===== src/rtl/core/led_ring_meteor_breath_effect_assert.svh =====
// Assertion macros shared by the LED ring effect engine modules
`ifndef LED_RING_METEOR_BREATH_EFFECT_ASSERT_SVH
`define LED_RING_METEOR_BREATH_EFFECT_ASSERT_SVH
`ifndef SYNTHESIS
`define LRMB_ASSERT(lbl, clk, rst_n, prop) \
    lbl: assert property (@(posedge clk) disable iff (!rst_n) (prop)) \
        else $error("lrmb assertion failed");
`define LRMB_ASSERT_NEXT(lbl, clk, rst_n, ante, cons) \
    lbl: assert property (@(posedge clk) disable iff (!rst_n) (ante) |=> (cons)) \
        else $error("lrmb assertion failed");
`else
`define LRMB_ASSERT(lbl, clk, rst_n, prop)
`define LRMB_ASSERT_NEXT(lbl, clk, rst_n, ante, cons)
`endif
`endif


===== src/rtl/core/lrmb_pkg.sv =====
// Types, constants and timing tables of the LED ring effect engine
`default_nettype none

package lrmb_pkg;

    localparam int LED_COUNT       = 6;
    localparam int CMD_QUEUE_DEPTH = 2;
    localparam int CFG_IDX_W       = 3;
    localparam int CFG_DATA_W      = 8;
    localparam int REC_SHIFT       = 20;

    localparam logic [1:0] MODE_OFF    = 2'd0;
    localparam logic [1:0] MODE_METEOR = 2'd1;
    localparam logic [1:0] MODE_BREATH = 2'd2;

    localparam logic [1:0] SPEED_SAT   = 2'd3;
    localparam logic [1:0] SPEED_MAX   = 2'd2;

    localparam logic [CFG_IDX_W-1:0] CFG_MODE   = 3'd0;
    localparam logic [CFG_IDX_W-1:0] CFG_SPEED  = 3'd1;
    localparam logic [CFG_IDX_W-1:0] CFG_RED    = 3'd2;
    localparam logic [CFG_IDX_W-1:0] CFG_GREEN  = 3'd3;
    localparam logic [CFG_IDX_W-1:0] CFG_BLUE   = 3'd4;
    localparam logic [CFG_IDX_W-1:0] CFG_TARGET = 3'd5;

    localparam logic [7:0] LVL_MASK  = 8'h7F;
    localparam logic [7:0] LVL_FALL  = 8'h80;
    localparam logic [7:0] LVL_FLOOR = 8'h81;

    typedef enum logic {
        CMD_METEOR,
        CMD_BREATH
    } t_cmd_kind;

    typedef struct packed {
        t_cmd_kind  kind;
        logic [2:0] pos;
        logic [6:0] lvl;
    } t_cmd;

    typedef struct packed {
        logic [1:0] mode;
        logic [1:0] speed;
        logic [7:0] red;
        logic [7:0] green;
        logic [7:0] blue;
        logic [2:0] target;
    } t_cfg;

    typedef enum logic [1:0] {
        BK_IDLE,
        BK_METEOR,
        BK_PROD,
        BK_SCALE
    } t_bk_state;

    function automatic logic [7:0] meteor_period(input logic [1:0] sp);
        logic [7:0] per;
        unique case (sp)
            2'd0:    per = 8'd200;
            2'd1:    per = 8'd140;
            default: per = 8'd80;
        endcase
        return per;
    endfunction

    function automatic logic [7:0] breath_period(input logic [1:0] sp);
        logic [7:0] per;
        unique case (sp)
            2'd0:    per = 8'd50;
            2'd1:    per = 8'd35;
            default: per = 8'd25;
        endcase
        return per;
    endfunction

    // ceil(2**REC_SHIFT / breath period), exact floor division for products below 2**14
    function automatic logic [15:0] breath_recip(input logic [1:0] sp);
        logic [15:0] rec;
        unique case (sp)
            2'd0:    rec = 16'd20972;
            2'd1:    rec = 16'd29960;
            default: rec = 16'd41944;
        endcase
        return rec;
    endfunction

    function automatic logic [2:0] tail_shift(input logic [1:0] sp);
        return 3'(sp) + 3'd3;
    endfunction

endpackage

`default_nettype wire


===== src/rtl/core/led_ring_meteor_breath_effect.sv =====
// Top level of the LED ring meteor and breath effect engine
//
//  channel   direction  handshake                      payload
//  tick      in         i_tick_valid / o_tick_ready    i_tick
//  result    out        o_res_valid / i_res_ready      o_led_sel, o_out_red/green/blue,
//                                                      o_frame_last
//  config    in         i_cfg_we                       i_cfg_idx, i_cfg_wdata
//
//  A tick request is taken every cycle while the request queue has room.
//  A meteor frame is one dequeue followed by six LED writes; a breath write is a dequeue,
//  the color products and the reciprocal scale into the output register.
//  Reset is synchronous, active low; there is no clearing pass after reset.
//  A held result stalls the result engine; the queue then fills and tick ready drops.
`default_nettype none

module led_ring_meteor_breath_effect import lrmb_pkg::*; #(
    parameter int QUEUE_DEPTH = CMD_QUEUE_DEPTH
) (
    input  wire logic                  i_clk,
    input  wire logic                  i_rst_n,
    input  wire logic                  i_cfg_we,
    input  wire logic [CFG_IDX_W-1:0]  i_cfg_idx,
    input  wire logic [CFG_DATA_W-1:0] i_cfg_wdata,
    input  wire logic                  i_tick_valid,
    output logic                       o_tick_ready,
    input  wire logic                  i_tick,
    output logic                       o_res_valid,
    input  wire logic                  i_res_ready,
    output logic [2:0]                 o_led_sel,
    output logic [7:0]                 o_out_red,
    output logic [7:0]                 o_out_green,
    output logic [7:0]                 o_out_blue,
    output logic                       o_frame_last
);

    t_cfg w_cfg;
    t_cmd w_push_cmd;
    t_cmd w_pop_cmd;
    logic w_push;
    logic w_pop;
    logic w_not_full;
    logic w_not_empty;

    lrmb_front u_front (
        .i_clk        (i_clk),
        .i_rst_n      (i_rst_n),
        .i_cfg_we     (i_cfg_we),
        .i_cfg_idx    (i_cfg_idx),
        .i_cfg_wdata  (i_cfg_wdata),
        .i_tick_valid (i_tick_valid),
        .o_tick_ready (o_tick_ready),
        .i_tick       (i_tick),
        .i_q_ready    (w_not_full),
        .o_push       (w_push),
        .o_cmd        (w_push_cmd),
        .o_cfg        (w_cfg)
    );

    lrmb_cmd_fifo #(
        .DEPTH (QUEUE_DEPTH)
    ) u_fifo (
        .i_clk       (i_clk),
        .i_rst_n     (i_rst_n),
        .i_push      (w_push),
        .i_wr_data   (w_push_cmd),
        .o_not_full  (w_not_full),
        .i_pop       (w_pop),
        .o_rd_data   (w_pop_cmd),
        .o_not_empty (w_not_empty)
    );

    lrmb_back u_back (
        .i_clk        (i_clk),
        .i_rst_n      (i_rst_n),
        .i_cfg        (w_cfg),
        .i_q_valid    (w_not_empty),
        .i_cmd        (w_pop_cmd),
        .o_pop        (w_pop),
        .o_res_valid  (o_res_valid),
        .i_res_ready  (i_res_ready),
        .o_led_sel    (o_led_sel),
        .o_out_red    (o_out_red),
        .o_out_green  (o_out_green),
        .o_out_blue   (o_out_blue),
        .o_frame_last (o_frame_last)
    );

endmodule

`default_nettype wire


===== src/rtl/core/lrmb_front.sv =====
// Front end: configuration registers, tick timing and frame request generation
`default_nettype none
`include "led_ring_meteor_breath_effect_assert.svh"

module lrmb_front import lrmb_pkg::*; (
    input  wire logic                  i_clk,
    input  wire logic                  i_rst_n,
    input  wire logic                  i_cfg_we,
    input  wire logic [CFG_IDX_W-1:0]  i_cfg_idx,
    input  wire logic [CFG_DATA_W-1:0] i_cfg_wdata,
    input  wire logic                  i_tick_valid,
    output logic                       o_tick_ready,
    input  wire logic                  i_tick,
    input  wire logic                  i_q_ready,
    output logic                       o_push,
    output t_cmd                       o_cmd,
    output t_cfg                       o_cfg
);

    t_cfg       r_cfg, n_cfg;
    logic [2:0] r_head, n_head;
    logic [7:0] r_level, n_level;
    logic [7:0] r_wait, n_wait;
    logic       w_restart;
    logic       w_tick;
    logic [7:0] w_mper;
    logic [7:0] w_bper;
    logic [7:0] w_lvl_inc;
    logic [7:0] w_lvl_dec;

    assign o_tick_ready = i_q_ready;
    assign o_cfg        = r_cfg;
    assign w_tick       = i_tick_valid && o_tick_ready && i_tick;
    assign w_mper       = meteor_period(r_cfg.speed);
    assign w_bper       = breath_period(r_cfg.speed);
    assign w_lvl_inc    = r_level + 8'd1;
    assign w_lvl_dec    = r_level - 8'd1;

    always_comb begin
        n_cfg     = r_cfg;
        n_head    = r_head;
        n_level   = r_level;
        n_wait    = r_wait;
        w_restart = 1'b0;
        o_push    = 1'b0;
        o_cmd     = '0;
        if (i_cfg_we) begin
            unique case (i_cfg_idx)
                CFG_MODE: begin
                    n_cfg.mode = i_cfg_wdata[1:0];
                    w_restart  = 1'b1;
                end
                CFG_SPEED: begin
                    n_cfg.speed = (i_cfg_wdata[1:0] == SPEED_SAT) ? SPEED_MAX
                                                                  : i_cfg_wdata[1:0];
                    w_restart   = 1'b1;
                end
                CFG_RED: begin
                    n_cfg.red = i_cfg_wdata[7:0];
                    w_restart = 1'b1;
                end
                CFG_GREEN: begin
                    n_cfg.green = i_cfg_wdata[7:0];
                    w_restart   = 1'b1;
                end
                CFG_BLUE: begin
                    n_cfg.blue = i_cfg_wdata[7:0];
                    w_restart  = 1'b1;
                end
                CFG_TARGET: begin
                    n_cfg.target = i_cfg_wdata[2:0];
                    w_restart    = 1'b1;
                end
                default: ;
            endcase
        end
        if (w_restart) begin
            n_head  = 3'd1;
            n_level = '0;
            n_wait  = '0;
        end else if (w_tick) begin
            unique case (r_cfg.mode)
                MODE_METEOR: begin
                    if (r_wait != 8'd0) begin
                        n_wait = r_wait - 8'd1;
                    end else begin
                        n_wait    = w_mper - 8'd1;
                        o_push    = 1'b1;
                        o_cmd.kind = CMD_METEOR;
                        o_cmd.pos  = r_head;
                        n_head    = (r_head == 3'(LED_COUNT)) ? 3'd1 : r_head + 3'd1;
                    end
                end
                MODE_BREATH: begin
                    if (r_cfg.target <= 3'(LED_COUNT)) begin
                        if (r_wait != 8'd0) begin
                            n_wait = r_wait - 8'd1;
                        end else begin
                            n_wait     = w_bper - 8'd1;
                            o_push     = 1'b1;
                            o_cmd.kind = CMD_BREATH;
                            o_cmd.pos  = r_cfg.target;
                            o_cmd.lvl  = 7'(r_level & LVL_MASK);
                            if ((r_level & LVL_FALL) != 8'd0) begin
                                n_level = (w_lvl_dec <= LVL_FLOOR) ? 8'd1 : w_lvl_dec;
                            end else begin
                                n_level = (w_lvl_inc >= w_bper) ? (LVL_FALL | w_bper)
                                                                : w_lvl_inc;
                            end
                        end
                    end
                end
                default: ;
            endcase
        end
    end

    always_ff @(posedge i_clk) begin
        if (!i_rst_n) begin
            r_cfg   <= '0;
            r_head  <= 3'd1;
            r_level <= '0;
            r_wait  <= '0;
        end else begin
            r_cfg   <= n_cfg;
            r_head  <= n_head;
            r_level <= n_level;
            r_wait  <= n_wait;
        end
    end

    `LRMB_ASSERT(a_head_range, i_clk, i_rst_n, (r_head != 3'd0) && (r_head <= 3'(LED_COUNT)))
    `LRMB_ASSERT(a_push_has_room, i_clk, i_rst_n, o_push |-> i_q_ready)

endmodule

`default_nettype wire


===== src/rtl/core/lrmb_cmd_fifo.sv =====
// Short request queue between the front end and the result engine
`default_nettype none
`include "led_ring_meteor_breath_effect_assert.svh"

module lrmb_cmd_fifo import lrmb_pkg::*; #(
    parameter int DEPTH = CMD_QUEUE_DEPTH
) (
    input  wire logic i_clk,
    input  wire logic i_rst_n,
    input  wire logic i_push,
    input  t_cmd      i_wr_data,
    output logic      o_not_full,
    input  wire logic i_pop,
    output t_cmd      o_rd_data,
    output logic      o_not_empty
);

    localparam int PTR_W = (DEPTH > 1) ? $clog2(DEPTH) : 1;
    localparam int CNT_W = $clog2(DEPTH + 1);

    t_cmd             r_mem [DEPTH];
    logic [PTR_W-1:0] r_wr, n_wr;
    logic [PTR_W-1:0] r_rd, n_rd;
    logic [CNT_W-1:0] r_count, n_count;

    assign o_not_full  = (r_count != CNT_W'(DEPTH));
    assign o_not_empty = (r_count != '0);
    assign o_rd_data   = r_mem[r_rd];

    always_comb begin
        n_wr    = r_wr;
        n_rd    = r_rd;
        n_count = r_count;
        if (i_push) begin
            n_wr = (r_wr == PTR_W'(DEPTH - 1)) ? '0 : r_wr + PTR_W'(1);
        end
        if (i_pop) begin
            n_rd = (r_rd == PTR_W'(DEPTH - 1)) ? '0 : r_rd + PTR_W'(1);
        end
        if (i_push && !i_pop) begin
            n_count = r_count + CNT_W'(1);
        end else if (i_pop && !i_push) begin
            n_count = r_count - CNT_W'(1);
        end
    end

    always_ff @(posedge i_clk) begin
        if (!i_rst_n) begin
            r_wr    <= '0;
            r_rd    <= '0;
            r_count <= '0;
        end else begin
            r_wr    <= n_wr;
            r_rd    <= n_rd;
            r_count <= n_count;
        end
    end

    always_ff @(posedge i_clk) begin
        if (i_push) begin
            r_mem[r_wr] <= i_wr_data;
        end
    end

    `LRMB_ASSERT(a_count_bound, i_clk, i_rst_n, r_count <= CNT_W'(DEPTH))
    `LRMB_ASSERT(a_pop_not_empty, i_clk, i_rst_n, i_pop |-> o_not_empty)

endmodule

`default_nettype wire


===== src/rtl/core/lrmb_back.sv =====
// Result engine: expands frame requests into LED writes behind an output register
`default_nettype none
`include "led_ring_meteor_breath_effect_assert.svh"

module lrmb_back import lrmb_pkg::*; (
    input  wire logic       i_clk,
    input  wire logic       i_rst_n,
    input  t_cfg            i_cfg,
    input  wire logic       i_q_valid,
    input  t_cmd            i_cmd,
    output logic            o_pop,
    output logic            o_res_valid,
    input  wire logic       i_res_ready,
    output logic [2:0]      o_led_sel,
    output logic [7:0]      o_out_red,
    output logic [7:0]      o_out_green,
    output logic [7:0]      o_out_blue,
    output logic            o_frame_last
);

    t_bk_state   r_state, n_state;
    logic [2:0]  r_idx, n_idx;
    logic [2:0]  r_led, n_led;
    logic [6:0]  r_lvl, n_lvl;
    logic [14:0] r_prod_r, r_prod_g, r_prod_b;
    logic        r_out_valid;
    logic [2:0]  r_led_sel;
    logic [7:0]  r_red, r_green, r_blue;
    logic        r_last;

    logic        w_free;
    logic        w_load;
    logic        w_load_prod;
    logic [2:0]  w_sh1, w_sh2;
    logic [15:0] w_recip;
    logic [30:0] w_sc_r, w_sc_g, w_sc_b;
    logic [2:0]  w_led;
    logic [7:0]  w_red, w_green, w_blue;
    logic        w_last;

    assign w_free  = !r_out_valid || i_res_ready;
    assign w_sh1   = tail_shift(i_cfg.speed);
    assign w_sh2   = w_sh1 + 3'd1;
    assign w_recip = breath_recip(i_cfg.speed);
    assign w_sc_r  = 31'(r_prod_r) * 31'(w_recip);
    assign w_sc_g  = 31'(r_prod_g) * 31'(w_recip);
    assign w_sc_b  = 31'(r_prod_b) * 31'(w_recip);

    always_comb begin
        n_state     = r_state;
        n_idx       = r_idx;
        n_led       = r_led;
        n_lvl       = r_lvl;
        o_pop       = 1'b0;
        w_load      = 1'b0;
        w_load_prod = 1'b0;
        w_led       = r_led;
        w_red       = '0;
        w_green     = '0;
        w_blue      = '0;
        w_last      = 1'b0;
        unique case (r_state)
            BK_IDLE: begin
                if (i_q_valid) begin
                    o_pop = 1'b1;
                    n_idx = '0;
                    n_led = i_cmd.pos;
                    n_lvl = i_cmd.lvl;
                    n_state = (i_cmd.kind == CMD_METEOR) ? BK_METEOR : BK_PROD;
                end
            end
            BK_METEOR: begin
                if (w_free) begin
                    w_load = 1'b1;
                    w_last = (r_idx == 3'(LED_COUNT - 1));
                    unique case (r_idx)
                        3'd0: begin
                            w_red   = i_cfg.red;
                            w_green = i_cfg.green;
                            w_blue  = i_cfg.blue;
                        end
                        3'd1: begin
                            w_red   = i_cfg.red >> w_sh1;
                            w_green = i_cfg.green >> w_sh1;
                            w_blue  = i_cfg.blue >> w_sh1;
                        end
                        3'd2: begin
                            w_red   = i_cfg.red >> w_sh2;
                            w_green = i_cfg.green >> w_sh2;
                            w_blue  = i_cfg.blue >> w_sh2;
                        end
                        default: ;
                    endcase
                    n_led = (r_led == 3'd1) ? 3'(LED_COUNT) : r_led - 3'd1;
                    n_idx = r_idx + 3'd1;
                    if (w_last) begin
                        n_state = BK_IDLE;
                    end
                end
            end
            BK_PROD: begin
                w_load_prod = 1'b1;
                n_state     = BK_SCALE;
            end
            BK_SCALE: begin
                if (w_free) begin
                    w_load  = 1'b1;
                    w_last  = 1'b1;
                    w_red   = w_sc_r[REC_SHIFT +: 8];
                    w_green = w_sc_g[REC_SHIFT +: 8];
                    w_blue  = w_sc_b[REC_SHIFT +: 8];
                    n_state = BK_IDLE;
                end
            end
            default: n_state = BK_IDLE;
        endcase
    end

    always_ff @(posedge i_clk) begin
        if (!i_rst_n) begin
            r_state     <= BK_IDLE;
            r_out_valid <= 1'b0;
        end else begin
            r_state <= n_state;
            if (w_load) begin
                r_out_valid <= 1'b1;
            end else if (i_res_ready) begin
                r_out_valid <= 1'b0;
            end
        end
    end

    always_ff @(posedge i_clk) begin
        r_idx <= n_idx;
        r_led <= n_led;
        r_lvl <= n_lvl;
        if (w_load_prod) begin
            r_prod_r <= 15'(i_cfg.red * r_lvl);
            r_prod_g <= 15'(i_cfg.green * r_lvl);
            r_prod_b <= 15'(i_cfg.blue * r_lvl);
        end
        if (w_load) begin
            r_led_sel <= w_led;
            r_red     <= w_red;
            r_green   <= w_green;
            r_blue    <= w_blue;
            r_last    <= w_last;
        end
    end

    assign o_res_valid  = r_out_valid;
    assign o_led_sel    = r_led_sel;
    assign o_out_red    = r_red;
    assign o_out_green  = r_green;
    assign o_out_blue   = r_blue;
    assign o_frame_last = r_last;

    `LRMB_ASSERT(a_meteor_idx, i_clk, i_rst_n, (r_state == BK_METEOR) |-> (r_idx < 3'(LED_COUNT)))
    `LRMB_ASSERT_NEXT(a_prod_to_scale, i_clk, i_rst_n, r_state == BK_PROD, r_state == BK_SCALE)

endmodule

`default_nettype wire


===== config.mk =====
export PLATFORM = sky130hd
export DESIGN_NAME = led_ring_meteor_breath_effect
export DESIGN_NICKNAME = d
export VERILOG_FILES = /design/src/rtl/core/lrmb_pkg.sv /design/src/rtl/core/led_ring_meteor_breath_effect.sv /design/src/rtl/core/lrmb_front.sv /design/src/rtl/core/lrmb_cmd_fifo.sv /design/src/rtl/core/lrmb_back.sv
export VERILOG_INCLUDE_DIRS = /design/src /design/src/rtl/core
export SDC_FILE = /design/constraint.sdc
export NUM_CORES = 2
export LEC_CHECK = 0
export BUFFER_PORTS_ARGS = -buffer_cell sky130_fd_sc_hd__buf_2
export CAP_MARGIN = 10
export CORE_MARGIN = 3
export CORE_UTILIZATION = 55
export CTS_CLUSTER_SIZE = 25
export DETAILED_ROUTE_END_ITERATION = 6
export PLACE_DENSITY = 0.76
export SYNTH_ARGS = -nofsm -noshare
export SYNTH_HDL_FRONTEND = slang
export SYNTH_SLANG_ARGS = --single-unit

===== constraint.sdc =====
create_clock -name i_clk -period 15.8 [get_ports i_clk]
set_input_delay 2.37 -clock i_clk [delete_from_list [all_inputs] [get_ports i_clk]]
set_output_delay 2.37 -clock i_clk [all_outputs]
set_load 0.05 [all_outputs]

==> reports/metrics.cfg <==
[logic_synthesis]
yosysWarnings = 0
synth.most_common_cell = inv_1
ys_ff_latch = 166
synth_cell_type_count = 83
syn_inst = 3116
synth_enable_flop_cells = 108
async_flop_share = 0
yosys-top-cells-count = 779 x inv_1, 495 x fa_1, 370 x ha_1
seq_area_frac_synth = 0.150
syn_area_per_cell_um2 = 9.40
synth_area_leaders = fa_1 34%, ha_1 16%, edfxtp_1 11%
synth_top_area_frac = 0.338
syn_area_um2 = 29300
ys.flop_type = edfxtp_1
synth_top_area_cell = fa_1

[die]
start_util = 0.563
dieHeight_um = 237
die_w_um = 237
ios = 47
die-area_um2 = 56100
rows = 83
core-area_um2 = 52000

[clock_tree]
path_clk_slew_ns = 0.08
cts_root_buf = clkbuf_16
numCtsBuffers = 17
ctsResizeCount = 0
clkSinkCount = 166
clock_latency_ns = 0.47
h-tree-depth = 4
tritoncts = built
clockBufferDepth = 2
cts_setup_buffers = 0
cts_hold_buf = 0

[sta]
min_period_ns = 8.47
rsz0062_at_grt = false
tns_ns = 0
slew_headroom = 0.341
timing.final.crit_share = 0.536
slew_violations = 0
hold_viol = 0
fin_skew_ns = 0.0138
tightest_slew_ns = 0.989
fmax_mhz = 118
setup_violations = 0

[cells_and_area]
antenna_cells = 0
drive_gt1_frac = 0.0449
syn_to_final_growth_pct = 5.18
fin_nets = 3987

[detailed_routing]
viasPerCell = 5.53
via_count = 21000
wl_per_cell_um = 18.2
drt_pre_antenna_iters = 6
routed_wirelength_um = 69000
detail-route-antenna-nets = 0
drcViolationCount = 0
drt_iter0_drc = 1513

[worst_setup_path]
critPathArrivalTime_ns = 8.81
critPathRequiredTime_ns = 16.14
cpPeakStageDelay_ns = 0.60
crit_family = adder cells
cp_max_fo = 54
worst-path-buf-inv = 10
critPathSlowestCell = nand2_1
worst-setup-path-type = reg -> reg
cp-start-kind = register
timing.critical_path.to_type = register

[placed_design]
io_buffer_count = 46
gp_congestion = 0.969
dp_hpwl_um = 56800

[grt]
grt_max_degree = 67
grt-ovfl-total = 0
grt.busiest_layer = met2
grt_use_met1 = 0.356
grt_pass1_vias = 22390
antenna_found_initial = 0
grtUsageMet3 = 0.0331
gr-usage-met2 = 0.426
gr-usage-all-layers = 0.257
grt_pass1_wl_um = 116000

[worst_hold_path]
min_path_type = reg -> reg

[run]
drv_cap = 0

[run_status]
outcome = finished clean

cell usage in the layout (no fill, tap or decap), types with 39 or more instances in the layout:
cell type  instances
buf_2             46
and3_1            43
ha_1             370
xnor2_1           64
fa_1             495
nor2b_1           59
nor2_1           143
edfxtp_1         108
nand2_1          275
inv_1            778
and2_1           106
dfxtp_1           56
o21ai_0           39
a21oi_1           76
per-layer routing:
metal | vias to the layer above | wire length (um)
li1 | 9666 | -
met4 | 0 | 1940
met2 | 722 | 33300
met1 | 10499 | 29600
met3 | 113 | 4160
met5 | - | 0
path summary, 6_finish.rpt:
| check | depth (start not counted) | endpoint | slack, ns | from |
|---|---|---|---|---|
| setup / recovery | 27 | u_back.o_out_blue[7]$_DFFE_PP_ | 7.33 | u_front.o_cfg[28]$_SDFFE_PN0P_ |
| hold / removal | 0 | u_back.o_led_sel[1]$_DFFE_PP_ | 0.46 | u_back.r_led[1]$_DFFE_PP_ |
| setup reg to reg | 27 | u_back.o_out_blue[7]$_DFFE_PP_ | 7.33 | u_front.o_cfg[28]$_SDFFE_PN0P_ |
| hold reg to reg | 0 | u_back.o_led_sel[1]$_DFFE_PP_ | 0.46 | u_back.r_led[1]$_DFFE_PP_ |
kinds of logic after synthesis:
group,count (synthesis),synth area share
xor+xnor,81,0.0242
mux,48,0.0180
other cells,2,0.000256
buf+inv,885,0.114
fa+ha+maj,865,0.496
flops,166,0.150
simple gates,785,0.132
compound gates,284,0.0652
registers in the layout (all words and copies together) (netlist names), named ones only:
signal               flops
u_back.o_frame_last      1
u_back.r_idx             3
u_back.r_prod_r         15
u_back.r_state           2
u_back.o_res_valid       1
u_fifo.r_rd              1
u_fifo.r_mem            22
u_front.o_cfg           31
u_fifo.r_wr              1
u_back.r_prod_g         15
u_back.o_out_red         8
u_fifo.r_count           2
u_back.r_prod_b         15
u_back.o_out_blue        8
u_back.r_lvl             7
u_front.r_wait           8
u_front.r_head           3
u_back.o_led_sel         3
u_back.o_out_green       8
u_front.r_level          8
u_back.r_led             3
final cells by class:
cell class	count	area, um2
multi-input combinational	2075	21600
clock buffer	17	425
sequential	166	4410
tap	680	851
clock inverter	15	216
fill	4339	21200
timing repair buffer	63	358
inverter	782	2940
worst reg2reg max path, delay by kind of cell, from the launching register on:
kind | cells | cell delay [ns]
AO/OA/AOI/OAI | 4 | 0.91
AND/OR/NAND/NOR | 6 | 1.67
buffers and inverters | 10 | 1.95
flip-flops | 1 | 0.53
adder cells (fa/ha/maj) | 7 | 3.25
per-stage QoR:
stage / hold WS [ns] / util / setup slack, ns / instances / instance area [um2]
after global placement: 0.444 / 0.580 / 7.59 / 3766 / 30200
final: 0.464 / 0.592 / 7.33 / 3798 / 30800
after global routing: 0.486 / 0.592 / 6.95 / 3798 / 30800
after detailed placement: 0.441 / 0.580 / 7.40 / 3766 / 30200
after CTS: 0.466 / 0.592 / 7.37 / 3798 / 30800
after floorplan: 0.426 / - / 9.02 / 3126 / 29300
Power is left out: the tool's default activity adds up to more than one toggle a clock period on the data nets, which glitch-free logic cannot reach.
